--- src/rtl/skt_pkg.sv ---
// Shared types and constants for the sorted key table lookup block.
// Used by skt_ctrl, skt_datapath and sorted_key_table_lookup_core.
`default_nettype none

package skt_pkg;

    localparam int KEY_W    = 29;
    localparam int CODE_W   = 8;
    localparam int STATUS_W = 2;

    // Request types
    localparam logic REQ_INSERT = 1'b0;
    localparam logic REQ_LOOKUP = 1'b1;

    // Result status codes
    localparam logic [STATUS_W-1:0] ST_OK   = 2'd0;
    localparam logic [STATUS_W-1:0] ST_MISS = 2'd1;
    localparam logic [STATUS_W-1:0] ST_FULL = 2'd2;

    typedef enum logic [2:0] {
        S_IDLE,
        S_CHECK,
        S_CMP,
        S_SHIFT_START,
        S_SHIFT,
        S_WRITE_NEW,
        S_RESULT
    } state_t;

    // Read address source for the table memory
    typedef enum logic [1:0] {
        RD_MID,
        RD_MID_NEXT,
        RD_PTR1,
        RD_PTR2
    } rd_sel_t;

    typedef enum logic [1:0] {
        RES_DONE,
        RES_FOUND,
        RES_MISS,
        RES_FULL
    } res_kind_t;

    typedef struct packed {
        logic      load;       // latch request, open search window
        logic      rd_en;      // table read, data registered
        rd_sel_t   rd_sel;
        logic      bound_upd;  // narrow the search window
        logic      shift_wr;   // move one entry up and step the pointer down
        logic      new_wr;     // write the new pair, bump the count
        logic      res_set;
        res_kind_t res_kind;
        logic      out_load;
    } cmd_t;

    typedef struct packed {
        logic is_lookup;
        logic full;
        logic open;        // low < high
        logic next_open;   // window after this compare still non-empty
        logic key_eq;
        logic ptr_above;   // ptr > insert position
        logic ptr1_above;  // ptr - 1 > insert position
        logic out_free;
    } sts_t;

endpackage

`default_nettype wire

--- src/rtl/skt_ctrl.sv ---
// Controller state machine for the sorted key table lookup block.
// Depends on skt_pkg; drives skt_datapath through cmd_t, reads sts_t.
`default_nettype none

module skt_ctrl
    import skt_pkg::*;
(
    input  wire logic clk,
    input  wire logic rst_n,
    input  wire logic in_valid,
    output logic      in_ready,
    input  wire sts_t sts,
    output cmd_t      cmd
);

    state_t state_reg;
    state_t state_next;

    always_ff @(posedge clk or negedge rst_n) begin
        if (!rst_n) begin
            state_reg <= S_IDLE;
        end else begin
            state_reg <= state_next;
        end
    end

    always_comb begin
        state_next = state_reg;
        cmd        = '0;
        cmd.rd_sel   = RD_MID;
        cmd.res_kind = RES_DONE;
        in_ready   = 1'b0;

        unique case (state_reg)
            S_IDLE:
            begin
                in_ready = 1'b1;
                if (in_valid) begin
                    cmd.load   = 1'b1;
                    state_next = S_CHECK;
                end
            end

            S_CHECK:
            begin
                if (!sts.is_lookup && sts.full) begin
                    cmd.res_set  = 1'b1;
                    cmd.res_kind = RES_FULL;
                    state_next   = S_RESULT;
                end else if (sts.open) begin
                    cmd.rd_en  = 1'b1;
                    cmd.rd_sel = RD_MID;
                    state_next = S_CMP;
                end else if (sts.is_lookup) begin
                    cmd.res_set  = 1'b1;
                    cmd.res_kind = RES_MISS;
                    state_next   = S_RESULT;
                end else begin
                    state_next = S_SHIFT_START;
                end
            end

            S_CMP:
            begin
                cmd.bound_upd = 1'b1;
                if (sts.is_lookup && sts.key_eq) begin
                    cmd.res_set  = 1'b1;
                    cmd.res_kind = RES_FOUND;
                    state_next   = S_RESULT;
                end else if (sts.next_open) begin
                    cmd.rd_en  = 1'b1;
                    cmd.rd_sel = RD_MID_NEXT;
                end else if (sts.is_lookup) begin
                    cmd.res_set  = 1'b1;
                    cmd.res_kind = RES_MISS;
                    state_next   = S_RESULT;
                end else begin
                    state_next = S_SHIFT_START;
                end
            end

            S_SHIFT_START:
            begin
                if (sts.ptr_above) begin
                    cmd.rd_en  = 1'b1;
                    cmd.rd_sel = RD_PTR1;
                    state_next = S_SHIFT;
                end else begin
                    state_next = S_WRITE_NEW;
                end
            end

            S_SHIFT:
            begin
                cmd.shift_wr = 1'b1;
                if (sts.ptr1_above) begin
                    cmd.rd_en  = 1'b1;
                    cmd.rd_sel = RD_PTR2;
                end else begin
                    state_next = S_WRITE_NEW;
                end
            end

            S_WRITE_NEW:
            begin
                cmd.new_wr   = 1'b1;
                cmd.res_set  = 1'b1;
                cmd.res_kind = RES_DONE;
                state_next   = S_RESULT;
            end

            S_RESULT:
            begin
                if (sts.out_free) begin
                    cmd.out_load = 1'b1;
                    state_next   = S_IDLE;
                end
            end

            default:
            begin
                state_next = S_IDLE;
            end
        endcase
    end

endmodule

`default_nettype wire

--- config.mk ---
export PLATFORM = sky130hd
export DESIGN_NAME = skt_ctrl
export DESIGN_NICKNAME = d
export VERILOG_FILES = /design/src/rtl/skt_pkg.sv /design/src/rtl/skt_ctrl.sv
export SDC_FILE = /design/constraint.sdc
export NUM_CORES = 1
export LEC_CHECK = 0
export BUFFER_PORTS_ARGS = -buffer_cell sky130_fd_sc_hd__buf_2
export CAP_MARGIN = 20
export CELL_PAD_IN_SITES_DETAIL_PLACEMENT = 0
export CELL_PAD_IN_SITES_GLOBAL_PLACEMENT = 2
export CORE_MARGIN = 3
export CORE_UTILIZATION = 22
export DETAILED_ROUTE_END_ITERATION = 10
export PLACE_DENSITY_LB_ADDON = 0.1
export SYNTH_ARGS = -nofsm -noshare
export SYNTH_HDL_FRONTEND = slang
export SYNTH_SLANG_ARGS = --single-unit
--- constraint.sdc ---
create_clock -name clk -period 3.3 [get_ports clk]
set_clock_uncertainty 0.05 [all_clocks]
set_input_delay 0.33 -clock clk [delete_from_list [all_inputs] [get_ports clk]]
set_output_delay 0.33 -clock clk [all_outputs]
set_load 0.005 [all_outputs]
==> impl_results.md <==
- Status: finished, final reports clean
- First-pass GRT wire length: 1880 um
- Finished Cell Area: 552 sq um
- H-tree depth: 1
- Crit path kind: reg2out
- NetSw: 183 uW
- Initial Util: 24.9%
- CTS tree: done
- Vias per cell: 4.68
- Gpl congestion: 0.706
- Sw Share: 44.4%
- Met2 WL post-DR: 515 um
- # diodes: 0
- Detailed-route via count: roughly 470
- DR DRC count: 0
- CTS Sinks: 3
- Largest area contributor in the netlist: dfrtp_1
- Clk root buf: clkbuf_4
- Initial antenna violation count: 0
- Largest net degree at the start of global routing: 17
- Netlist Area Pre-Place: 397 sq um
- Max VDD drop: between 300 and 400 uV
- Highest routed metal layer: met3
- Ys Warns: 0
- Worst Path Max Fanout: 16
- Post-synthesis cell count: 54
- MaxCap Viol Count: 0
- Max reg flops: 3
- Die Width: around 48 um
- Internal power: 229 uW
- Final WL: 1120 um
- CP Launch Type: flop
- Leak: 0.000292 uW
- Max Fclk: 482 MHz
- Final net count: 89
- Post_cts resized: 0
- Vias in the first global route: 414
- Share of cells above drive strength 1: 33.8%
- CP endpoint kind: output pin
- RSZ-0062 raised after global routing: no
- Area Overhead vs Synth: 39.1%
- CP cell instances: and3b_1 > a32o_1 > a311o_1 > buf_2
- Cell variety after synth: 31
- TritonCTS Buffers: 3
- Setup TNS: 0 ps
- Post-route ant nets: 0
- Syn nets: 65
- Metal3 WL: 53 um
- Worst relative slew slack: 69.6%
- IO Count: 23
- Class of the worst hold path: in2reg
- Clock share of power: 15.2%
- Clk slew on worst S/H paths: 40 ps
- DRT met1 WL: roughly 550 um
- Worst skew pair latency: approximately 230 ps
- Row cnt: 14
- Placed cell count: 96
- DP Area: just over 500 sq um
- Post-synth top area share: 18.9%
- Routed len/inst: 11.1 um
- Worst hold slack: 366 ps
- Post-CTS Setup Inserts: 0
- Core Region: 1590 sq um
- Post-layout min period: 2080 ps
- Pins over their slew limit: 0
- Comb pwr share: 56.9%
- Crit path required time: 2920 ps
- Leading cell type in the layout, fill and taps excluded: buf_2
- Slowest cell on crit path: dfrtp_1
- Worst-Margin Slew: 456 ps
- Clock Path Buffers: 2
- Sequential Power Share: 27.9%
- GRT Total Usage: 9.81%
- I/O Buffers: 22
- # hold bufs at CTS: 1
- WP data arrival: 1700 ps
- Commonest cells after routing, fill and taps aside: buf_2, nand2_1, nor2b_1
- Mean Syn Cell Area: 7.35 sq um
- Setup-failing EPs final: 0
- Fin cells: 101
- Grt ovf: 0
- Drt pass-1 iters: 2
- PD cells: 746 nW/um^2
- Die height: 48.5 um
- Fin. Hold Viols: 0
- DRT iter0 DRCs: 5
- Largest cells by area after synthesis: dfrtp_1, nor2b_1, a21o_1
- Register area share after synthesis: 18.9%
- Die Area: 2350 sq um
- Synthesized flop and latch total: 3
- End-of-flow core utilization: 34.6%
- Detailed Place HPWL: 892 um
- Period utilisation layout: 62.9%
- Worst stage delay on the critical path: 610 ps
## cells by family (layout without fill, tap and decap cells)
kind of cell	after synthesis	in the layout	synth area share, %
AND/OR/NAND/NOR	26	26	37.9
buffers and inverters	7	30	8.20
AO/OA/AOI/OAI	18	18	35.0
flip-flops	3	3	18.9
## power by group through the flow
stage          Clock [uW]  Sequential (uW)  Combinational, uW
2_1_floorplan           0             72.4                198
3_3_place_gp            0              117                243
3_5_place_dp            0              116                240
4_1_cts              65.4              115                242
5_1_grt              67.4              122                268
6_report             62.7              115                234
## final timing paths
| path | depth (start not counted) | endpoint | from | slack, ps |
|---|---|---|---|---|
| max in group asynchronous | 2 | state_reg[1] | rst_n | 2720 |
| setup / recovery | 4 | cmd[9] | state_reg[2] | 1220 |
| hold / removal | 3 | state_reg[1] | sts[0] | 370 |
| setup reg to reg | 3 | state_reg[2] | state_reg[2] | 1760 |
| min in group asynchronous | 2 | state_reg[2] | rst_n | 380 |
| hold reg to reg | 2 | state_reg[2] | state_reg[2] | 720 |
## layer usage
| metal | GRT usage, % | up-vias |
|---|---|---|
| met5 | 0 | - |
| met4 | 4.27 | 0 |
| met3 | 1.23 | 0 |
| met2 | 14.7 | 12 |
| met1 | 14.0 | 215 |
| li1 | - | 246 |
## worst max-delay path, delay by kind of cell (launching register included)
family	cells	cell delay, ps
flops	1	610
compound gates	2	480
simple gates	1	240
buf+inv	1	130
## synth_stat cells
| cell | number |
|---|---|
| nor4b_1 | 1 |
| buf_4 | 1 |
| o2111a_1 | 1 |
| inv_1 | 3 |
| clkbuf_1 | 1 |
| and2_1 | 2 |
| buf_2 | 2 |
| o22ai_1 | 1 |
| a32oi_1 | 1 |
| nor4_1 | 1 |
| a31oi_1 | 1 |
| o31ai_1 | 1 |
| nand3_1 | 1 |
| o211ai_1 | 2 |
| a311o_1 | 1 |
| a21o_1 | 3 |
| and3_1 | 2 |
| o41ai_1 | 1 |
| nor2_1 | 3 |
| nand2b_1 | 1 |
| o21ai_0 | 2 |
| nor2b_1 | 5 |
| nand2_1 | 6 |
| a32o_1 | 1 |
| nor3b_1 | 1 |
| nor3b_2 | 1 |
| o21a_1 | 2 |
| a21boi_0 | 1 |
| dfrtp_1 | 3 |
| and3b_1 | 1 |
| nor3_1 | 1 |
## area by class of cell
class / instances / area (sq um)
Timing Repair Buffer: 23 / 120
Clock buffer: 4 / 26.3
Sequential cell: 3 / 75.1
Tap cell: 24 / 30.0
Multi-Input combinational cell: 44 / 289
Inverter: 3 / 11.3
Fill cell: 193 / 1040
## metrics by stage
stage / total power [uW] / worst slack [ps]
final: 412 / 1220
after global routing: 457 / 1130
after CTS: 423 / 1200
after detailed placement: 356 / 1450
after global placement: 360 / 1480
after floorplan: 270 / 1790
Power figures use the tool's default switching activity.
